<file path="src/rtl/rdp_pkg.sv">
`timescale 1ns / 1ps
// ----------------------------------------------------------------------------
// rdp_pkg
// types, codes and sizes shared by the row displacement packer
// ----------------------------------------------------------------------------
package rdp_pkg;

    localparam int DEF_MAX_ROWS    = 32;
    localparam int DEF_MAX_COLS    = 32;
    localparam int DEF_MAX_SLOTS   = 2048;
    localparam int DEF_ENTRY_WIDTH = 16;

    localparam int REQ_W      = 2;
    localparam int IDX_W      = 5;
    localparam int SLOT_IN_W  = 11;
    localparam int VAL_W      = 16;
    localparam int BASE_W     = 11;
    localparam int OWNER_W    = 6;
    localparam int LEN_W      = 11;
    localparam int CNT_W      = 6;
    localparam int CFG_IDX_W  = 2;
    localparam int CFG_DATA_W = 16;

    localparam logic [CFG_IDX_W-1:0] CFG_INSIG = 2'd0;
    localparam logic [CFG_IDX_W-1:0] CFG_ROWS  = 2'd1;
    localparam logic [CFG_IDX_W-1:0] CFG_COLS  = 2'd2;

    typedef enum logic [1:0] {
        REQ_LOAD,
        REQ_PACK,
        REQ_BASE,
        REQ_SLOT
    } t_req;

    typedef enum logic [1:0] {
        EM_NONE,
        EM_PLAIN,
        EM_BASE,
        EM_SLOT
    } t_emit;

    typedef enum logic [4:0] {
        ST_IDLE,
        ST_LOAD,
        ST_BASE,
        ST_SLOT_RD,
        ST_SLOT_OUT,
        ST_PK_INIT,
        ST_CNT_RD,
        ST_CNT_ACC,
        ST_SORT_LD,
        ST_SORT_CMP,
        ST_SWEEP,
        ST_PL_START,
        ST_SCAN_RD,
        ST_SCAN_CHK,
        ST_FIT_RD,
        ST_FIT_CHK,
        ST_WR_RD,
        ST_WR,
        ST_NEXT_ROW,
        ST_FINISH,
        ST_PK_OUT
    } t_state;

    typedef struct packed {
        logic  cap_req;
        logic  mat_we;
        logic  mat_cur;
        logic  pack_init;
        logic  cnt_step;
        logic  sort_load;
        logic  sort_step;
        logic  sort_wb;
        logic  sweep_wr;
        logic  pl_start;
        logic  scan_chk;
        logic  fit_adv;
        logic  fit_fail;
        logic  wr_init;
        logic  wr_step;
        logic  next_row;
        logic  finish;
        t_emit emit;
    } t_cmd;

    typedef struct packed {
        logic col_last;
        logic row_last;
        logic dims_zero;
        logic j_end;
        logic sweep_last;
        logic any_n;
        logic cur_sig;
        logic s_over;
        logic d_over;
        logic occ_hit;
        logic c_is_last;
    } t_sts;

endpackage

</file>
<file path="src/rtl/rdp_ctrl.sv">
`timescale 1ns / 1ps
// ----------------------------------------------------------------------------
// rdp_ctrl
// sequencer for requests and the pack walk
// ----------------------------------------------------------------------------
module rdp_ctrl
    import rdp_pkg::*;
(
    input  logic             i_clk,
    input  logic             i_rst_n,
    input  logic             i_start,
    input  logic [REQ_W-1:0] i_req_type,
    input  t_sts             i_sts,
    output logic             o_busy,
    output t_cmd             o_cmd
);

    t_state r_state;
    t_state n_state;

    always_ff @(posedge i_clk) begin
        if (!i_rst_n) begin
            r_state <= ST_IDLE;
        end else begin
            r_state <= n_state;
        end
    end

    // next state
    always_comb begin
        n_state = r_state;
        case (r_state)
            ST_IDLE: begin
                if (i_start) begin
                    case (t_req'(i_req_type))
                        REQ_LOAD: n_state = ST_LOAD;
                        REQ_PACK: n_state = ST_PK_INIT;
                        REQ_BASE: n_state = ST_BASE;
                        REQ_SLOT: n_state = ST_SLOT_RD;
                        default:  n_state = ST_IDLE;
                    endcase
                end
            end
            ST_LOAD:     n_state = ST_IDLE;
            ST_BASE:     n_state = ST_IDLE;
            ST_SLOT_RD:  n_state = ST_SLOT_OUT;
            ST_SLOT_OUT: n_state = ST_IDLE;
            ST_PK_INIT:  n_state = i_sts.dims_zero ? ST_SWEEP : ST_CNT_RD;
            ST_CNT_RD:   n_state = ST_CNT_ACC;
            ST_CNT_ACC: begin
                if (i_sts.col_last && i_sts.row_last) begin
                    n_state = ST_SORT_LD;
                end else begin
                    n_state = ST_CNT_RD;
                end
            end
            ST_SORT_LD:  n_state = ST_SORT_CMP;
            ST_SORT_CMP: begin
                if (i_sts.j_end) begin
                    n_state = i_sts.row_last ? ST_SWEEP : ST_SORT_LD;
                end
            end
            ST_SWEEP: begin
                if (i_sts.sweep_last) begin
                    n_state = i_sts.dims_zero ? ST_FINISH : ST_PL_START;
                end
            end
            ST_PL_START: n_state = ST_SCAN_RD;
            ST_SCAN_RD:  n_state = ST_SCAN_CHK;
            ST_SCAN_CHK: begin
                if (i_sts.col_last) begin
                    n_state = i_sts.any_n ? ST_FIT_RD : ST_NEXT_ROW;
                end else begin
                    n_state = ST_SCAN_RD;
                end
            end
            ST_FIT_RD: begin
                if (i_sts.cur_sig) begin
                    if (i_sts.s_over) begin
                        n_state = i_sts.d_over ? ST_NEXT_ROW : ST_FIT_RD;
                    end else begin
                        n_state = ST_FIT_CHK;
                    end
                end
            end
            ST_FIT_CHK: begin
                if (i_sts.occ_hit) begin
                    n_state = i_sts.d_over ? ST_NEXT_ROW : ST_FIT_RD;
                end else if (i_sts.c_is_last) begin
                    n_state = ST_WR_RD;
                end else begin
                    n_state = ST_FIT_RD;
                end
            end
            ST_WR_RD:    n_state = ST_WR;
            ST_WR:       n_state = i_sts.c_is_last ? ST_NEXT_ROW : ST_WR_RD;
            ST_NEXT_ROW: n_state = i_sts.row_last ? ST_FINISH : ST_PL_START;
            ST_FINISH:   n_state = ST_PK_OUT;
            ST_PK_OUT:   n_state = ST_IDLE;
            default:     n_state = ST_IDLE;
        endcase
    end

    // commands
    always_comb begin
        o_cmd      = '0;
        o_cmd.emit = EM_NONE;
        case (r_state)
            ST_IDLE:     o_cmd.cap_req = i_start;
            ST_LOAD: begin
                o_cmd.mat_we = 1'b1;
                o_cmd.emit   = EM_PLAIN;
            end
            ST_BASE:     o_cmd.emit = EM_BASE;
            ST_SLOT_RD:  o_cmd.emit = EM_NONE;
            ST_SLOT_OUT: o_cmd.emit = EM_SLOT;
            ST_PK_INIT:  o_cmd.pack_init = 1'b1;
            ST_CNT_RD:   o_cmd.mat_cur = 1'b0;
            ST_CNT_ACC:  o_cmd.cnt_step = 1'b1;
            ST_SORT_LD:  o_cmd.sort_load = 1'b1;
            ST_SORT_CMP: begin
                o_cmd.sort_wb   = i_sts.j_end;
                o_cmd.sort_step = !i_sts.j_end;
            end
            ST_SWEEP:    o_cmd.sweep_wr = 1'b1;
            ST_PL_START: o_cmd.pl_start = 1'b1;
            ST_SCAN_RD:  o_cmd.mat_cur = 1'b1;
            ST_SCAN_CHK: begin
                o_cmd.mat_cur  = 1'b1;
                o_cmd.scan_chk = 1'b1;
            end
            ST_FIT_RD: begin
                o_cmd.fit_adv  = !i_sts.cur_sig;
                o_cmd.fit_fail = i_sts.cur_sig && i_sts.s_over;
            end
            ST_FIT_CHK: begin
                o_cmd.fit_fail = i_sts.occ_hit;
                o_cmd.wr_init  = !i_sts.occ_hit && i_sts.c_is_last;
                o_cmd.fit_adv  = !i_sts.occ_hit && !i_sts.c_is_last;
            end
            ST_WR_RD:    o_cmd.mat_cur = 1'b1;
            ST_WR: begin
                o_cmd.mat_cur = 1'b1;
                o_cmd.wr_step = 1'b1;
            end
            ST_NEXT_ROW: o_cmd.next_row = 1'b1;
            ST_FINISH:   o_cmd.finish = 1'b1;
            ST_PK_OUT:   o_cmd.emit = EM_PLAIN;
            default:     o_cmd.emit = EM_NONE;
        endcase
    end

    assign o_busy = (r_state != ST_IDLE);

endmodule

</file>
<file path="config.mk">
export PLATFORM = sky130hd
export DESIGN_NAME = rdp_ctrl
export DESIGN_NICKNAME = d
export VERILOG_FILES = /design/src/rtl/rdp_pkg.sv /design/src/rtl/rdp_ctrl.sv
export SDC_FILE = /design/constraint.sdc
export NUM_CORES = 1
export LEC_CHECK = 0
export BUFFER_PORTS_ARGS = -buffer_cell sky130_fd_sc_hd__buf_2
export CORE_ASPECT_RATIO = 1.2
export CORE_MARGIN = 4
export CORE_UTILIZATION = 46
export DETAILED_ROUTE_END_ITERATION = 7
export PLACE_DENSITY = 0.79
export SLEW_MARGIN = 0
export SYNTH_ARGS = -nofsm -noshare
export SYNTH_HDL_FRONTEND = slang
export SYNTH_SLANG_ARGS = --single-unit
export TNS_END_PERCENT = 50
</file>
<file path="constraint.sdc">
create_clock -name i_clk -period 1.9 [get_ports i_clk]
set_clock_uncertainty 0.1 [all_clocks]
set_input_delay 0.095 -clock i_clk [delete_from_list [all_inputs] [get_ports i_clk]]
set_output_delay 0.095 -clock i_clk [all_outputs]
set_load 0.05 [all_outputs]
</file>
; Word-level counts from Yosys, hierarchy flattened
; Index checks and enable logic that the tools add are counted.
[classes]
muxes = 34
eq_ne = 27
reduce_logical = 14
[op_table]
columns = cell, count
row1 = $pmux 5 s17, 1
row2 = $mux 5, 12
row3 = $eq 5x4->1 const B, 8
row4 = $eq 5x5->1 const B, 5
row5 = $eq 5x3->1 const B, 4
row6 = $pmux 5 s4, 1
row7 = $mux 1, 13
row8 = $eq 5x2->1 const B, 2
row9 = $mux 4, 2
row10 = $ne 2x2->1 const B, 4
row11 = $mux 2, 3
row12 = $pmux 2 s3, 1
row13 = $eq 5x1->1 const B, 1
row14 = $logic_not 5->1, 1
row15 = $reduce_bool 5->1, 1
row16 = $eq 2x2->1 const B, 2
row17 = $logic_and 1x1->1, 4
row18 = $logic_not 1->1, 4
row19 = $pmux 2 s2, 1
row20 = $reduce_and 4->1, 1
row21 = $reduce_or 4->1, 1
row22 = $eq 2x1->1 const B, 1
row23 = $logic_not 2->1, 1
row24 = $reduce_or 2->1, 1
[word_totals]
inputBits = 16
output_inout_bits = 20
reg_bits = 5

; Longest topological paths before layout
[depth]
depth_word = 4
ltp_mapped = 7
ltp_nobuf = 5

; Worst setup path after synthesis
; OpenSTA, ideal clock, no wires.
[synth_path]
path_kind = reg-to-output
start = register r_state[3]
end = output o_cmd[1] (netlist bit)
t_arrival_ns = 3.147
path_buffers = 2
setup_slack_ns = -1.442
path_stages_with_launch = 4
path_cell_list = dfxtp_1 > clkbuf_1 > clkbuf_1 > a2111oi_0
[synth_lines]
columns = element, line
row1 = "start, declared", rdp_ctrl.sv:18  ; t_state r_state;
row2 = "start signal, assigned", rdp_ctrl.sv:25  ; r_state <= n_state;
row3 = "end, declared", rdp_ctrl.sv:15  ; output t_cmd o_cmd

==> results.toml <==
[cts]
clkSinkCount = 5
cts-root-buf = "clkbuf_4"
cts.clk_slew.worst_paths_ns = 0.04
cts.path.max_buffers = 2
cts_htree_levels = 1
cts-buffers-inserted = 3
cts_tree = "built"
worstSkewPairLatency_ns = 0.24

[critical_path]
worstPathRequired_ns = 1.70
endpoint_kind = "primary output"
crit_buf_inv = 2
crit_type = "flop to primary output"
crit_fanout = 5
path_cells = "nor3_1 -> nor3b_4 -> inv_1 -> nor2_4 -> buf_2"
cp.arrival_ns = 1.69
critPathMaxStageDelay_ns = 0.34
crit_path_start_kind = "flop"
rr_endpoint = "r_state[0]"
r2r-start = "r_state[3]"
path_delay_family = "simple AND/OR/NAND/NOR gates"
r2r_slack_ns = 0.11
rr_worst_depth = 6
crit_slowest_cell = "dfxtp_1"

[cells_and_area]
largestRegisters = "r_state: 5 flops"
diodes = 0
regArea_um2 = 101
largest_register_ff_count = 5
nNetsFinal = 182
multi_input_area_um2 = 684
fill_cells = 139
regMostFlops = "r_state"
final_layout_size_suffix_gt1_frac = 0.418
final_util = 0.725
area_growth_syn_to_layout_pct = 49.3

[status]
run_status = "completed"

[sta]
slew_viol_final = 0
fin_crit_ns = 1.88
worst_pin_slew_ns = 0.320
rsz0062_at_grt = "yes"
setup_viol = 0
worst_slack_ns = 0.0161
slew_headroom = 0.786
hold_violations = 0
timing.final.crit_share = 0.992
fmax_mhz = 531
hold_ws_ns = 0.0404

[die]
fp.dieW_um = 45.8
initial_core_util = 0.485
die_area_um2 = 2440
io_pins = 36
row_count = 16
core_um2 = 1620
die_h_um = 53.3

[global_routing]
grt_start_max_net_pins = 19
grt_pass1_vias = 1058
grt-ovfl-total = 0
grt_util_all_layers = 0.247
grt_pass1_wl_um = 4540
antenna_found_initial = 0

[power_and_ir_drop]
p_int_uw = 688
leakagePower_uw = 0.000527
powerDensity_nw_per_um2 = 1310
sequentialPowerShare = 0.116
ir_drop_mv = 0.878
power_frac_comb = 0.807
power_switching_uw = 848
p_sw_frac = 0.552
pwr-share-clk = 0.077

[synth]
yosysUniqueCellTypes = 41
ys_async_sr_fraction = 0
syn-cell-area_um2 = 787
synth_nets = 138
synthCells = 122
syn_area_per_cell_um2 = 6.45
ys_warn_count = 0
synth_seq_cells = 5
synth_edf_count = 0
seq_area_frac_synth = 0.127
synth_ff_type = "dfxtp_1"

[detailed_routing]
drt-total-wl_um = 2820
first_pass_iters = 4
vias = 1094
drc_errors = 0
drt_iter0_drc = 31
postRouteAntennaNets = 0
wl_met1_um = 1080
dr_wl_met2_um = 1500
routed-wl-met3_um = 214
wl_per_cell_um = 15.4
highest_layer = "met4"
viasPerCell = 5.98

[min_path]
min_from = "i_rst_n"
holdPathEnd = "r_state[0]"
holdPathStages = 3
hold_path_class = "primary input to flop"

[place]
io_buffer_count = 35
dp_slack_ns = -0.0305
hpwl_um = 2220
gp_congestion = 0.950

[run]
cap_violations = 0
-- cell families (layout without fill, tap and decap cells) --
family / count (synthesis) / after routing / synth area share
flip-flops: 5 / 5 / 0.127
AND/OR/NAND/NOR: 60 / 60 / 0.426
multiplexers: 2 / 2 / 0.0270
AO/OA/AOI/OAI: 36 / 36 / 0.316
buffers and inverters: 19 / 62 / 0.103
-- final cells by class --
type | instances | share of cell area
sequential | 5 | 0.0863
inverter | 9 | 0.0288
tap | 18 | 0.0192
clock buffer | 4 | 0.0224
timing repair buffer | 49 | 0.261
multi-input combinational | 98 | 0.583
-- per-stage QoR --
stage	std cells	total power (uW)	area [um^2]	TNS (ns)
after floorplan	122	1000	851	-1.70
after global placement	178	1300	1100	-0.0612
after detailed placement	178	1310	1100	-0.0563
after CTS	182	1470	1140	0
after global routing	183	1630	1170	-0.0959
final	183	1540	1170	0
-- synth_stat cells (all sizes together) (2+ instances only) --
| cell type | n | share of area |
|---|---|---|
| nor2 | 15 | 0.072 |
| nand2 | 10 | 0.048 |
| inv | 9 | 0.043 |
| nor3 | 9 | 0.070 |
| a21oi | 8 | 0.051 |
| nand2b | 8 | 0.064 |
| o21ai | 7 | 0.045 |
| clkbuf | 6 | 0.029 |
| dfxtp | 5 | 0.13 |
| a31oi | 4 | 0.032 |
| buf | 4 | 0.032 |
| nand3b | 3 | 0.033 |
| nor3b | 3 | 0.029 |
| o22ai | 3 | 0.024 |
| a2111oi | 2 | 0.030 |
| a211oi | 2 | 0.019 |
| a2bb2oi | 2 | 0.022 |
| nand4 | 2 | 0.024 |
| nor2b | 2 | 0.016 |
| nor4 | 2 | 0.016 |
| o31ai | 2 | 0.019 |
| o41ai | 2 | 0.032 |
-- how the worst max path moves through the flow --
stage                     startpoint          to  cells after the start
final                     r_state[3]   o_cmd[18]                      5
after global routing      r_state[3]   o_cmd[18]                      5
after CTS                 r_state[3]   o_cmd[18]                      5
after detailed placement  r_state[3]  r_state[1]                      6
after global placement    r_state[3]  r_state[1]                      6
after floorplan           r_state[2]   o_cmd[11]                      4
-- tightest hold or removal path: stages --
cell,delay [ns]
buf_2,0.13
nand2_1,0.08
o41ai_2,0.05
-- routing by layer --
| metal | vias to the layer above | global-route usage |
|---|---|---|
| li1 | 533 | - |
| met1 | 504 | 0.265 |
| met2 | 53 | 0.453 |
| met3 | 4 | 0.0544 |
| met4 | 0 | 0.0900 |
| met5 | - | 0 |
-- repair_timing --
item,in CTS,in global routing
hold endpoints to repair,0,0
hold buffers,0,0
setup endpoints to repair,5,9
gates resized for setup,4,9
setup buffers,0,1
-- cell usage in the layout, fill, tap and decap left out, types with 2 or more instances in the layout --
master     count
clkbuf_4       5
nor2_1        14
a211oi_1       2
a21oi_1        8
nor3b_1        2
buf_4         14
nor2b_1        2
a31oi_1        4
o22ai_1        3
dfxtp_1        4
inv_1          9
o21ai_0        6
nor3_4         2
a2bb2oi_1      2
nand2b_1       6
nand3b_1       2
nand2_1       10
o31ai_1        2
nand2b_2       2
nor3_1         7
buf_2         31
-- power groups by stage --
stage / clock network, uW / registers (uW) / logic, uW
after detailed placement: 0 / 171 / 1140
after global routing: 127 / 184 / 1320
final: 119 / 178 / 1240
after global placement: 0 / 169 / 1130
after CTS: 124 / 175 / 1170
after floorplan: 0 / 161 / 839
Power figures use the tool's default switching activity.
